`config.mk`:
```
export PLATFORM = sky130hd
export DESIGN_NAME = tripwire_alarm_command_controller
export DESIGN_NICKNAME = d
export VERILOG_FILES = /design/src/hdl/tac_pkg.sv /design/src/hdl/tripwire_alarm_command_controller.sv /design/src/hdl/tac_front.sv /design/src/hdl/tac_back.sv
export SDC_FILE = /design/constraint.sdc
export NUM_CORES = 1
export LEC_CHECK = 0
export BUFFER_PORTS_ARGS = -buffer_cell sky130_fd_sc_hd__buf_2
export CORE_ASPECT_RATIO = 0.7
export CORE_MARGIN = 2
export CORE_UTILIZATION = 45
export CTS_CLUSTER_SIZE = 12
export DETAILED_ROUTE_END_ITERATION = 6
export HOLD_SLACK_MARGIN = 0.15
export PLACE_DENSITY = 0.57
export SYNTH_ARGS = -nofsm -noshare
export SYNTH_HDL_FRONTEND = slang
export SYNTH_SLANG_ARGS = --single-unit
```
`constraint.sdc`:
```
create_clock -name clk_i -period 11.55 [get_ports clk_i]
set_input_delay 2.8875 -clock clk_i [delete_from_list [all_inputs] [get_ports clk_i]]
set_output_delay 2.8875 -clock clk_i [all_outputs]
set_load 0.03 [all_outputs]
```
`src/hdl/tac_pkg.sv`:
```
// ----------------------------------------------------------------------------
// Tripwire alarm command controller package
// Shared types, widths, character codes and reset values.
// ----------------------------------------------------------------------------
package tac_pkg;

  localparam int SAMPLE_BITS = 10;
  localparam int LEVEL_W     = 10;
  localparam int PERIOD_W    = 16;
  localparam int CFG_DATA_W  = 16;
  localparam int CFG_INDEX_W = 2;
  localparam int NUM_W       = 14;
  localparam int POS_W       = 5;
  localparam int CLOCK_W     = 12;
  localparam int CHAR_W      = 8;

  localparam int DIGIT_LIMIT_DEFAULT = 4;

  localparam int QUEUE_DEPTH = 2;
  localparam int QPTR_W      = (QUEUE_DEPTH > 1) ? $clog2(QUEUE_DEPTH) : 1;
  localparam int QCNT_W      = $clog2(QUEUE_DEPTH + 1);

  localparam logic [LEVEL_W-1:0]  MARGIN_RESET = LEVEL_W'(40);
  localparam logic [PERIOD_W-1:0] PERIOD_RESET = PERIOD_W'(1500);
  localparam logic [NUM_W-1:0]    START_RESET  = NUM_W'(2000);
  localparam logic [NUM_W-1:0]    END_RESET    = NUM_W'(500);
  localparam logic [NUM_W-1:0]    MIDNIGHT     = NUM_W'(2400);
  localparam int                  HOUR_SCALE   = 100;
  localparam int                  CLOCK_MAX    = 4095;
  localparam logic [NUM_W-1:0]    NUM_SAT      = {NUM_W{1'b1}};
  localparam logic [POS_W-1:0]    POS_SAT      = {POS_W{1'b1}};

  localparam logic [POS_W-1:0] POS_FIRST  = POS_W'(0);
  localparam logic [POS_W-1:0] POS_MIDDLE = POS_W'(4);
  localparam logic [POS_W-1:0] POS_LATE   = POS_W'(12);

  localparam logic [CHAR_W-1:0] CH_COLON = 8'h3A;
  localparam logic [CHAR_W-1:0] CH_COMMA = 8'h2C;
  localparam logic [CHAR_W-1:0] CH_ZERO  = 8'h30;
  localparam logic [CHAR_W-1:0] CH_NINE  = 8'h39;
  localparam logic [CHAR_W-1:0] CH_A     = 8'h61;
  localparam logic [CHAR_W-1:0] CH_C     = 8'h63;
  localparam logic [CHAR_W-1:0] CH_E     = 8'h65;
  localparam logic [CHAR_W-1:0] CH_M     = 8'h6D;
  localparam logic [CHAR_W-1:0] CH_R     = 8'h72;
  localparam logic [CHAR_W-1:0] CH_S     = 8'h73;
  localparam logic [CHAR_W-1:0] CH_T     = 8'h74;

  typedef enum logic [CFG_INDEX_W-1:0] {
    CFG_BASELINE = 2'd0,
    CFG_MARGIN   = 2'd1,
    CFG_PERIOD   = 2'd2
  } cfg_index_e;

  typedef enum logic [1:0] {
    MODE_DEMO     = 2'd0,
    MODE_ARMED    = 2'd1,
    MODE_DISARMED = 2'd2,
    MODE_AUTO     = 2'd3
  } mode_e;

  typedef enum logic [1:0] {
    ALERT_NONE  = 2'd0,
    ALERT_DEMO  = 2'd1,
    ALERT_ARMED = 2'd2,
    ALERT_AUTO  = 2'd3
  } alert_e;

  typedef enum logic [1:0] {
    PH_WORD   = 2'd0,
    PH_HOUR   = 2'd1,
    PH_MINUTE = 2'd2,
    PH_SECOND = 2'd3
  } phase_e;

  typedef enum logic [2:0] {
    BC_NONE,
    BC_COLON,
    BC_COMMA,
    BC_DIGIT,
    BC_OTHER
  } byte_class_e;

  typedef struct packed {
    logic [SAMPLE_BITS-1:0] light_sample;
    logic                   byte_valid;
    logic [CHAR_W-1:0]      rx_byte;
  } in_item_t;

  typedef struct packed {
    logic       beam_broken;
    logic [1:0] alert_kind;
    logic       time_request;
    logic       command_error;
    logic       help_request;
    logic [1:0] alarm_mode;
  } out_item_t;

  typedef struct packed {
    logic [SAMPLE_BITS-1:0] light_sample;
    byte_class_e            cls;
    logic [CHAR_W-1:0]      rx_byte;
    logic [3:0]             digit;
  } q_entry_t;

endpackage

```
`src/hdl/tripwire_alarm_command_controller.sv`:
```
// ----------------------------------------------------------------------------
// Tripwire alarm command controller
// Per-tick beam check, command parsing and alarm mode control.
// ----------------------------------------------------------------------------
// Path: an accepted item waits in the queue, and the tick unit then writes its
// result to the output register.
// Throughput: one item per cycle while the output is not stalled; the tick unit sets the rate.
// Reset: asynchronous and active low; it empties the queue and output
// register and restores all state and configuration at once, no clearing pass.
module tripwire_alarm_command_controller #(
  parameter int DIGIT_LIMIT = tac_pkg::DIGIT_LIMIT_DEFAULT
) (
  input  logic                            clk_i,
  input  logic                            rst_ni,
  input  logic                            cfg_we_i,
  input  logic [tac_pkg::CFG_INDEX_W-1:0] cfg_index_i,
  input  logic [tac_pkg::CFG_DATA_W-1:0]  cfg_data_i,
  input  logic                            in_valid_i,
  output logic                            in_stall_o,
  input  tac_pkg::in_item_t               in_data_i,
  output logic                            out_valid_o,
  input  logic                            out_stall_i,
  output tac_pkg::out_item_t              out_data_o
);
  import tac_pkg::*;

  logic     q_valid;
  logic     q_pop;
  q_entry_t q_data;

  tac_front u_front (
    .clk_i      (clk_i),
    .rst_ni     (rst_ni),
    .in_valid_i (in_valid_i),
    .in_stall_o (in_stall_o),
    .in_data_i  (in_data_i),
    .q_valid_o  (q_valid),
    .q_data_o   (q_data),
    .q_pop_i    (q_pop)
  );

  tac_back #(
    .DIGIT_LIMIT (DIGIT_LIMIT)
  ) u_back (
    .clk_i       (clk_i),
    .rst_ni      (rst_ni),
    .cfg_we_i    (cfg_we_i),
    .cfg_index_i (cfg_index_i),
    .cfg_data_i  (cfg_data_i),
    .q_valid_i   (q_valid),
    .q_data_i    (q_data),
    .q_pop_o     (q_pop),
    .out_valid_o (out_valid_o),
    .out_stall_i (out_stall_i),
    .out_data_o  (out_data_o)
  );

`ifndef SYNTHESIS
  // The tick unit only takes an item the queue actually holds.
  a_pop_needs_item: assert property (@(posedge clk_i) disable iff (!rst_ni)
    q_pop |-> q_valid)
    else $error("tick unit popped an empty queue");

  // A full queue always presents an item at its head.
  a_full_has_head: assert property (@(posedge clk_i) disable iff (!rst_ni)
    in_stall_o |-> q_valid)
    else $error("queue reports full with no head item");

  // A waiting result is never overwritten by the next tick.
  a_no_overwrite: assert property (@(posedge clk_i) disable iff (!rst_ni)
    (out_valid_o && out_stall_i) |-> !q_pop)
    else $error("result overwritten while stalled");

  // Every tick yields a result in the following cycle.
  a_pop_gives_result: assert property (@(posedge clk_i) disable iff (!rst_ni)
    q_pop |=> out_valid_o)
    else $error("tick produced no result");
`endif

endmodule

```
`src/hdl/tac_front.sv`:
```
// ----------------------------------------------------------------------------
// Tripwire alarm front end
// Accepts items, classifies the command byte and holds them in a short queue.
// ----------------------------------------------------------------------------
module tac_front (
  input  logic             clk_i,
  input  logic             rst_ni,
  input  logic             in_valid_i,
  output logic             in_stall_o,
  input  tac_pkg::in_item_t in_data_i,
  output logic             q_valid_o,
  output tac_pkg::q_entry_t q_data_o,
  input  logic             q_pop_i
);
  import tac_pkg::*;

  q_entry_t            mem_q [QUEUE_DEPTH];
  logic [QPTR_W-1:0]   wr_ptr_q, wr_ptr_d;
  logic [QPTR_W-1:0]   rd_ptr_q, rd_ptr_d;
  logic [QCNT_W-1:0]   count_q, count_d;
  q_entry_t            entry;
  logic                push;
  logic                pop;

  always_comb begin
    entry.light_sample = in_data_i.light_sample;
    entry.rx_byte      = in_data_i.rx_byte;
    entry.digit        = 4'(in_data_i.rx_byte - CH_ZERO);
    if (!in_data_i.byte_valid) begin
      entry.cls = BC_NONE;
    end else begin
      unique case (in_data_i.rx_byte) inside
        CH_COLON:           entry.cls = BC_COLON;
        CH_COMMA:           entry.cls = BC_COMMA;
        [CH_ZERO:CH_NINE]:  entry.cls = BC_DIGIT;
        default:            entry.cls = BC_OTHER;
      endcase
    end
  end

  assign in_stall_o = (count_q == QCNT_W'(QUEUE_DEPTH));
  assign push       = in_valid_i && !in_stall_o;
  assign pop        = q_pop_i && q_valid_o;
  assign q_valid_o  = (count_q != '0);
  assign q_data_o   = mem_q[rd_ptr_q];

  always_comb begin
    wr_ptr_d = wr_ptr_q;
    rd_ptr_d = rd_ptr_q;
    count_d  = count_q;
    if (push) begin
      wr_ptr_d = (wr_ptr_q == QPTR_W'(QUEUE_DEPTH - 1)) ? '0 : wr_ptr_q + 1'b1;
    end
    if (pop) begin
      rd_ptr_d = (rd_ptr_q == QPTR_W'(QUEUE_DEPTH - 1)) ? '0 : rd_ptr_q + 1'b1;
    end
    if (push && !pop) begin
      count_d = count_q + 1'b1;
    end else if (pop && !push) begin
      count_d = count_q - 1'b1;
    end
  end

  always_ff @(posedge clk_i or negedge rst_ni) begin
    if (!rst_ni) begin
      wr_ptr_q <= '0;
      rd_ptr_q <= '0;
      count_q  <= '0;
    end else begin
      wr_ptr_q <= wr_ptr_d;
      rd_ptr_q <= rd_ptr_d;
      count_q  <= count_d;
    end
  end

  always_ff @(posedge clk_i) begin
    if (push) begin
      mem_q[wr_ptr_q] <= entry;
    end
  end

endmodule

```
`src/hdl/tac_back.sv`:
```
// ----------------------------------------------------------------------------
// Tripwire alarm back end
// Runs one loop tick per queued item: beam check, request timer, command
// parser and decoder, mode machine, and the registered result.
// ----------------------------------------------------------------------------
module tac_back #(
  parameter int DIGIT_LIMIT = tac_pkg::DIGIT_LIMIT_DEFAULT
) (
  input  logic                               clk_i,
  input  logic                               rst_ni,
  input  logic                               cfg_we_i,
  input  logic [tac_pkg::CFG_INDEX_W-1:0]    cfg_index_i,
  input  logic [tac_pkg::CFG_DATA_W-1:0]     cfg_data_i,
  input  logic                               q_valid_i,
  input  tac_pkg::q_entry_t                  q_data_i,
  output logic                               q_pop_o,
  output logic                               out_valid_o,
  input  logic                               out_stall_i,
  output tac_pkg::out_item_t                 out_data_o
);
  import tac_pkg::*;

  localparam int SUM_W  = ((SAMPLE_BITS > LEVEL_W) ? SAMPLE_BITS : LEVEL_W) + 1;
  localparam int ACC_W  = NUM_W + 4;
  localparam int PROD_W = NUM_W + 8;

  // Configuration registers.
  logic [LEVEL_W-1:0]  baseline_q;
  logic [LEVEL_W-1:0]  margin_q;
  logic [PERIOD_W-1:0] period_q;

  // Tick state.
  logic [SAMPLE_BITS-1:0] prev_q, prev_d;
  logic [PERIOD_W-1:0]    tick_q, tick_d;
  phase_e                 phase_q, phase_d;
  logic [POS_W-1:0]       pos_q, pos_d;
  logic [CHAR_W-1:0]      let_first_q, let_first_d;
  logic [CHAR_W-1:0]      let_mid_q, let_mid_d;
  logic [CHAR_W-1:0]      let_late_q, let_late_d;
  logic [NUM_W-1:0]       hour_q, hour_d;
  logic [NUM_W-1:0]       minute_q, minute_d;
  logic [NUM_W-1:0]       acc_q, acc_d;
  logic [CLOCK_W-1:0]     clock_q, clock_d;
  logic [NUM_W-1:0]       start_q, start_d;
  logic [NUM_W-1:0]       end_q, end_d;
  logic                   wraps_q, wraps_d;
  mode_e                  mode_q, mode_d;

  logic                   out_valid_q;
  out_item_t              out_q, out_d;

  logic                   pop;
  logic                   trig;
  logic                   treq;
  logic                   err;
  logic                   help;
  logic                   done;
  logic                   clear;
  logic                   in_win;
  alert_e                 alert;
  logic [PERIOD_W-1:0]    tick_inc;
  logic [ACC_W-1:0]       acc_next;
  logic [PROD_W-1:0]      t_val;
  logic [NUM_W-1:0]       keep_val;
  logic                   is_delim;

  assign pop         = q_valid_i && (!out_valid_q || !out_stall_i);
  assign q_pop_o     = pop;
  assign out_valid_o = out_valid_q;
  assign out_data_o  = out_q;

  always_comb begin
    prev_d      = q_data_i.light_sample;
    phase_d     = phase_q;
    pos_d       = pos_q;
    let_first_d = let_first_q;
    let_mid_d   = let_mid_q;
    let_late_d  = let_late_q;
    hour_d      = hour_q;
    minute_d    = minute_q;
    acc_d       = acc_q;
    clock_d     = clock_q;
    end_d       = end_q;
    mode_d      = mode_q;
    done        = 1'b0;
    clear       = 1'b0;
    err         = 1'b0;
    help        = 1'b0;
    alert       = ALERT_NONE;
    t_val       = '0;

    trig = (SUM_W'(prev_q) + SUM_W'(margin_q)) < SUM_W'(baseline_q);

    tick_inc = tick_q + 1'b1;
    treq     = (tick_inc >= period_q);
    tick_d   = treq ? '0 : tick_inc;

    // The wrap flag looks at the window as it stood before this item.
    if (end_q < start_q) begin
      wraps_d = 1'b1;
    end else if (end_q > start_q) begin
      wraps_d = 1'b0;
    end else begin
      wraps_d = wraps_q;
    end
    start_d = (start_q == '0) ? MIDNIGHT : start_q;

    acc_next = (ACC_W'(acc_q) << 3) + (ACC_W'(acc_q) << 1) + ACC_W'(q_data_i.digit);
    is_delim = (q_data_i.cls == BC_COLON) || (q_data_i.cls == BC_COMMA);
    keep_val = '0;

    // Command parser: one byte per item.
    if (q_data_i.cls != BC_NONE) begin
      unique case (phase_q)
        PH_WORD: begin
          if (is_delim) begin
            // A terminator clears the kept letter at its own position.
            if (pos_q == POS_FIRST) begin
              let_first_d = '0;
            end else if (pos_q == POS_MIDDLE) begin
              let_mid_d = '0;
            end else if (pos_q == POS_LATE) begin
              let_late_d = '0;
            end
            acc_d = '0;
            pos_d = '0;
            if (q_data_i.cls == BC_COLON) begin
              phase_d = PH_HOUR;
            end else begin
              done = 1'b1;
            end
          end else begin
            if (pos_q == POS_FIRST) begin
              let_first_d = q_data_i.rx_byte;
            end else if (pos_q == POS_MIDDLE) begin
              let_mid_d = q_data_i.rx_byte;
            end else if (pos_q == POS_LATE) begin
              let_late_d = q_data_i.rx_byte;
            end
            if (pos_q < POS_SAT) begin
              pos_d = pos_q + 1'b1;
            end
          end
        end
        PH_HOUR, PH_MINUTE: begin
          if (is_delim) begin
            if (phase_q == PH_HOUR) begin
              hour_d = acc_q;
            end else begin
              minute_d = acc_q;
            end
            acc_d = '0;
            pos_d = '0;
            if (q_data_i.cls == BC_COMMA) begin
              phase_d = PH_WORD;
              done    = 1'b1;
            end else if (phase_q == PH_HOUR) begin
              phase_d = PH_MINUTE;
            end else begin
              phase_d = PH_SECOND;
            end
          end else if (pos_q < POS_W'(DIGIT_LIMIT)) begin
            if (q_data_i.cls == BC_DIGIT) begin
              acc_d = (acc_next > ACC_W'(NUM_SAT)) ? NUM_SAT : acc_next[NUM_W-1:0];
              pos_d = pos_q + 1'b1;
            end else begin
              pos_d = POS_W'(DIGIT_LIMIT);
            end
          end
        end
        PH_SECOND: begin
          if (q_data_i.cls == BC_COMMA) begin
            acc_d   = '0;
            pos_d   = '0;
            phase_d = PH_WORD;
            done    = 1'b1;
          end
        end
        default: begin
          phase_d = PH_WORD;
        end
      endcase
    end

    // Command decoder, on the letters and values as they stand after the byte.
    if (done) begin
      unique case (let_first_d)
        CH_M: begin
          if ((hour_d >= NUM_W'(1)) && (hour_d <= NUM_W'(3))) begin
            mode_d = mode_e'(hour_d[1:0] - 2'd1);
          end else begin
            mode_d = MODE_AUTO;
          end
        end
        CH_C: help = 1'b1;
        CH_R: clear = 1'b1;
        CH_T: begin
          t_val = PROD_W'(hour_d) * PROD_W'(HOUR_SCALE) + PROD_W'(minute_d);
          if (t_val > PROD_W'(MIDNIGHT)) begin
            treq    = 1'b1;
            clock_d = (t_val > PROD_W'(CLOCK_MAX)) ? CLOCK_W'(CLOCK_MAX)
                                                   : t_val[CLOCK_W-1:0];
          end else if (t_val == PROD_W'(MIDNIGHT)) begin
            clock_d = '0;
          end else begin
            clock_d = t_val[CLOCK_W-1:0];
            clear   = 1'b1;
          end
        end
        default: begin
          if ((let_late_d == CH_E) && (let_mid_d == CH_A)) begin
            end_d = hour_d;
            clear = 1'b1;
          end else if ((let_late_d == CH_S) && (let_mid_d == CH_A)) begin
            start_d = hour_d;
            clear   = 1'b1;
          end else begin
            err = 1'b1;
          end
        end
      endcase
    end

    if (clear) begin
      let_first_d = '0;
      hour_d      = '0;
      minute_d    = '0;
    end

    keep_val = NUM_W'(clock_d);
    if (wraps_d) begin
      in_win = (keep_val >= start_d) || (keep_val < end_d);
    end else begin
      in_win = (keep_val >= start_d) && (keep_val < end_d);
    end

    // Mode machine.
    unique case (mode_d)
      MODE_DEMO: begin
        if (trig) begin
          alert  = ALERT_DEMO;
          mode_d = MODE_DISARMED;
        end
      end
      MODE_ARMED: begin
        if (trig) begin
          alert = ALERT_ARMED;
        end
      end
      MODE_DISARMED: begin
        if (in_win) begin
          mode_d = MODE_AUTO;
        end
      end
      MODE_AUTO: begin
        if (in_win) begin
          if (trig) begin
            alert = ALERT_AUTO;
          end
        end else begin
          mode_d = MODE_DISARMED;
        end
      end
      default: mode_d = MODE_AUTO;
    endcase

    out_d.beam_broken   = trig;
    out_d.alert_kind    = alert;
    out_d.time_request  = treq;
    out_d.command_error = err;
    out_d.help_request  = help;
    out_d.alarm_mode    = mode_d;
  end

  always_ff @(posedge clk_i or negedge rst_ni) begin
    if (!rst_ni) begin
      baseline_q <= '0;
      margin_q   <= MARGIN_RESET;
      period_q   <= PERIOD_RESET;
    end else if (cfg_we_i) begin
      unique case (cfg_index_i)
        CFG_BASELINE: baseline_q <= cfg_data_i[LEVEL_W-1:0];
        CFG_MARGIN:   margin_q   <= cfg_data_i[LEVEL_W-1:0];
        CFG_PERIOD:   period_q   <= cfg_data_i[PERIOD_W-1:0];
        default:      ;
      endcase
    end
  end

  always_ff @(posedge clk_i or negedge rst_ni) begin
    if (!rst_ni) begin
      prev_q      <= '0;
      tick_q      <= '0;
      phase_q     <= PH_WORD;
      pos_q       <= '0;
      let_first_q <= '0;
      let_mid_q   <= '0;
      let_late_q  <= '0;
      hour_q      <= '0;
      minute_q    <= '0;
      acc_q       <= '0;
      clock_q     <= '0;
      start_q     <= START_RESET;
      end_q       <= END_RESET;
      wraps_q     <= 1'b0;
      mode_q      <= MODE_AUTO;
    end else if (pop) begin
      prev_q      <= prev_d;
      tick_q      <= tick_d;
      phase_q     <= phase_d;
      pos_q       <= pos_d;
      let_first_q <= let_first_d;
      let_mid_q   <= let_mid_d;
      let_late_q  <= let_late_d;
      hour_q      <= hour_d;
      minute_q    <= minute_d;
      acc_q       <= acc_d;
      clock_q     <= clock_d;
      start_q     <= start_d;
      end_q       <= end_d;
      wraps_q     <= wraps_d;
      mode_q      <= mode_d;
    end
  end

  always_ff @(posedge clk_i or negedge rst_ni) begin
    if (!rst_ni) begin
      out_valid_q <= 1'b0;
    end else if (pop) begin
      out_valid_q <= 1'b1;
    end else if (!out_stall_i) begin
      out_valid_q <= 1'b0;
    end
  end

  always_ff @(posedge clk_i) begin
    if (pop) begin
      out_q <= out_d;
    end
  end

endmodule

```
==> impl_metrics.env <==
export IMPL_status="completed"
export IMPL_fin_crit_sh_pct=90.5
export IMPL_synth_seq_cells=233
export IMPL_tns_ns=0
export IMPL_utilization_pct=50.6
export IMPL_grt_usage_pct=22.2
export IMPL_multiInputGateArea_sq_mm=0.00918
export IMPL_dpl_hpwl_mm=30.7
export IMPL_max_freq_ghz=0.0957
export IMPL_clock_sinks=233
export IMPL_seq_area_frac_synth_pct=38.1
export IMPL_vias_per_cell=5.61
export IMPL_reg2reg_slack_ns=1.10
export IMPL_cts_tree="built"
export IMPL_num_rows=57
export IMPL_syn_nets=1930
export IMPL_synth_avg_cell_area_sq_um=9.40
export IMPL_ys_types=78
export IMPL_worst_path_most_repeated_cell="ha_1"
export IMPL_clk_pin_slew_ns=0.06
export IMPL_pin_count=52
export IMPL_synth_edf_count=50
export IMPL_synth_cells=1704
export IMPL_grt_pass1_wl_mm=66.3
export IMPL_worstHoldStart="u_back.let_mid_q[0]"
export IMPL_critPathMaxStageDelay_ns=0.69
export IMPL_finalNetCount=1974
export IMPL_numPortBuffers=51
export IMPL_postPlaceCellArea_sq_mm=0.0168
export IMPL_netlist_area_sq_mm=0.0160
export IMPL_htree_levels=1
export IMPL_final_common_cell="nand2_1"
export IMPL_drive_gt1_share_pct=12.2
export IMPL_stdcell_count=2238
export IMPL_gp_congestion=0.873
export IMPL_min_path_type="reg -> reg"
export IMPL_vias=12600
export IMPL_fp_dieW_um=230
export IMPL_cp_data_required_time_ns=11.83
export IMPL_async_flop_share_pct=78.5
export IMPL_first_global_vias=11900
export IMPL_wl_mm=40.8
export IMPL_drt_pre_antenna_iters=6
export IMPL_final_cell_mix="nand2_1 (177), ha_1 (171), dfrtp_1 (160), o21ai_0 (145), inv_1 (134)"
export IMPL_r2r_start="u_front.rd_ptr_q"
export IMPL_dr_first_iter_drc_count=816
export IMPL_initial_utilization_pct=46.0
export IMPL_antenna_found_initial=0
export IMPL_critPathMaxFanout=15
export IMPL_fp_dieH_um=162
export IMPL_drtAntennaViolNets=0
export IMPL_max_cap_violations=0
export IMPL_final_fill_count=3247
export IMPL_rsz0062_at_grt="false"
export IMPL_synthToLayoutAreaGrowth_pct=10.1
export IMPL_setup_viol=0
export IMPL_endpoint_kind="flip-flop"
export IMPL_dp_cells=2189
export IMPL_r2r_end="u_back.out_data_o[5]"
export IMPL_cts_buffers=25
export IMPL_finClkSkew_ns=0.0131
export IMPL_hold_buffers=0
export IMPL_drc=0
export IMPL_worst_pin_slew_ns=1.17
export IMPL_final_area_sq_mm=0.0176
export IMPL_crit_arrival_ns=10.74
export IMPL_hold_depth=2
export IMPL_clk_path_buf_depth=3
export IMPL_synth_flop_cell="dfrtp_1"
export IMPL_min_to="u_back.let_mid_q[0]"
export IMPL_hold_viol_final=0
export IMPL_design_core_area_sq_mm=0.0349
export IMPL_slew_viol_final=0
export IMPL_yosys_warnings=0
export IMPL_clk_latency_ns=0.53
export IMPL_antenna_cells=0
export IMPL_grt_overflow=0
export IMPL_path_class="reg -> reg"
export IMPL_dieArea_sq_mm=0.0372
export IMPL_rr_worst_depth=39
export IMPL_wl_per_cell_um=18.2
export IMPL_startpoint_type="flip-flop"
export IMPL_slowest_stage="or4_1"
export IMPL_slew_headroom_pct=21.6
export IMPL_grt_start_max_net_pins=95
export IMPL_root_buffer="clkbuf_16"
export IMPL_min_period_ns=10.45
export IMPL_final_seq_area_sq_mm=0.00611
==> synth_stat cells, types with 5 or more instances <==
cell / count / area [sq um]
xor2_1: 23 / 201
o211ai_1: 13 / 97.6
a21boi_0: 6 / 45.0
nor3b_1: 7 / 52.6
a31oi_1: 28 / 175
nand4_1: 16 / 100
fa_1: 13 / 260
and2_1: 11 / 68.8
nor4_1: 11 / 68.8
a2111oi_0: 9 / 78.8
and4_1: 5 / 43.8
o21bai_1: 12 / 90.1
nand2_1: 177 / 664
nor2_1: 131 / 492
mux2i_1: 40 / 400
a21o_1: 28 / 210
nand3b_1: 7 / 52.6
nor2b_1: 16 / 100
xnor2_1: 37 / 324
o21ai_0: 145 / 726
nand2b_1: 19 / 119
o22ai_1: 5 / 31.3
or2_2: 8 / 50.1
inv_1: 135 / 507
and3_1: 9 / 56.3
clkbuf_1: 45 / 169
nor3_1: 14 / 70.1
a22o_1: 12 / 105
buf_1: 8 / 30.0
nand3_1: 24 / 120
o2111ai_1: 5 / 43.8
or3_1: 13 / 81.3
o21a_1: 10 / 75.1
o31ai_1: 8 / 60.1
dfstp_2: 23 / 604
a41oi_1: 7 / 61.3
a211oi_1: 30 / 225
edfxtp_1: 50 / 1500
a21oi_1: 88 / 440
dfrtp_1: 160 / 4000
mux2_2: 56 / 631
ha_1: 171 / 2140
==> registers in the layout, summed over array words and instances (netlist names), 2 cells and up <==
| name | flops |
|---|---|
| u_back.tick_q | 16 |
| u_back.hour_q | 14 |
| u_back.baseline_q | 10 |
| u_back.acc_q | 14 |
| u_front.mem_q | 42 |
| u_back.let_first_q | 8 |
| u_back.minute_q | 14 |
| u_back.pos_q | 5 |
| u_back.start_q | 14 |
| u_back.prev_q | 10 |
| u_back.margin_q | 10 |
| u_front.count_q | 2 |
| u_back.phase_q | 2 |
| u_back.period_q | 16 |
| u_back.clock_q | 12 |
| u_back.end_q | 14 |
| u_back.let_late_q | 8 |
| u_back.mode_q | 2 |
| u_back.out_data_o | 8 |
| u_back.let_mid_q | 8 |
==> metal layers <==
metal | vias to the layer above | GRT usage (%) | wire, um
li1 | 6221 | - | -
met1 | 6027 | 36.4 | 22100
met2 | 264 | 30.6 | 16000
met3 | 43 | 3.35 | 2140
met4 | 0 | 3.45 | 518
met5 | - | 0 | 0
==> how the worst max path moves through the flow <==
stage / startpoint / endpoint / depth (start not counted)
2_1_floorplan: u_front.mem_q[0][14] / u_back.out_data_o[5] / 41
3_3_place_gp: u_front.rd_ptr_q / u_back.out_data_o[5] / 38
3_5_place_dp: u_front.rd_ptr_q / u_back.out_data_o[5] / 37
4_1_cts: u_front.rd_ptr_q / u_back.out_data_o[5] / 37
5_1_grt: u_front.rd_ptr_q / u_back.out_data_o[5] / 38
6_report: u_front.rd_ptr_q / u_back.out_data_o[5] / 39
==> through the flow <==
| stage | setup slack, ns | hold WS [ns] |
|---|---|---|
| after detailed placement | 0.862 | 0.471 |
| after global placement | 1.14 | 0.462 |
| after floorplan | 2.16 | 0.442 |
| final | 1.10 | 0.477 |
| after CTS | 0.816 | 0.485 |
| after global routing | 0.288 | 0.516 |
==> cell type report <==
cell class,count,area share [%]
clock buffer,39,4.07
multi-input combinational,1277,52.1
clock inverter,6,0.454
timing repair buffer,76,2.56
sequential,233,34.6
tap,472,3.35
inverter,135,2.87
==> worst max-delay path: cells and delay by family (launching register included) <==
| family | cells | cell delay, ns |
|---|---|---|
| xor+xnor | 1 | 0.16 |
| simple gates | 5 | 1.78 |
| compound gates | 21 | 4.10 |
| mux | 2 | 0.61 |
| flops | 1 | 0.52 |
| buf+inv | 3 | 0.53 |
| fa+ha+maj | 7 | 2.48 |
==> cell families (layout without fill, tap and decap cells) <==
kind of cell	count (synthesis)	in the layout	share of synthesized area [%]
AND/OR/NAND/NOR	483	483	14.2
multiplexers	96	96	6.43
AO/OA/AOI/OAI	452	452	18.2
XOR/XNOR	60	60	3.28
buffers and inverters	194	256	4.67
flip-flops	233	233	38.1
adder cells (fa/ha/maj)	186	186	15.1
==> timing repair <==
action                     in CTS  in global routing
gates resized for setup         0                  0
setup endpoints to repair       0                  2
setup buffers                   0                  4
Power is not shown: default switching activity piles up to over one toggle a cycle in this logic, so the estimate is an artifact.
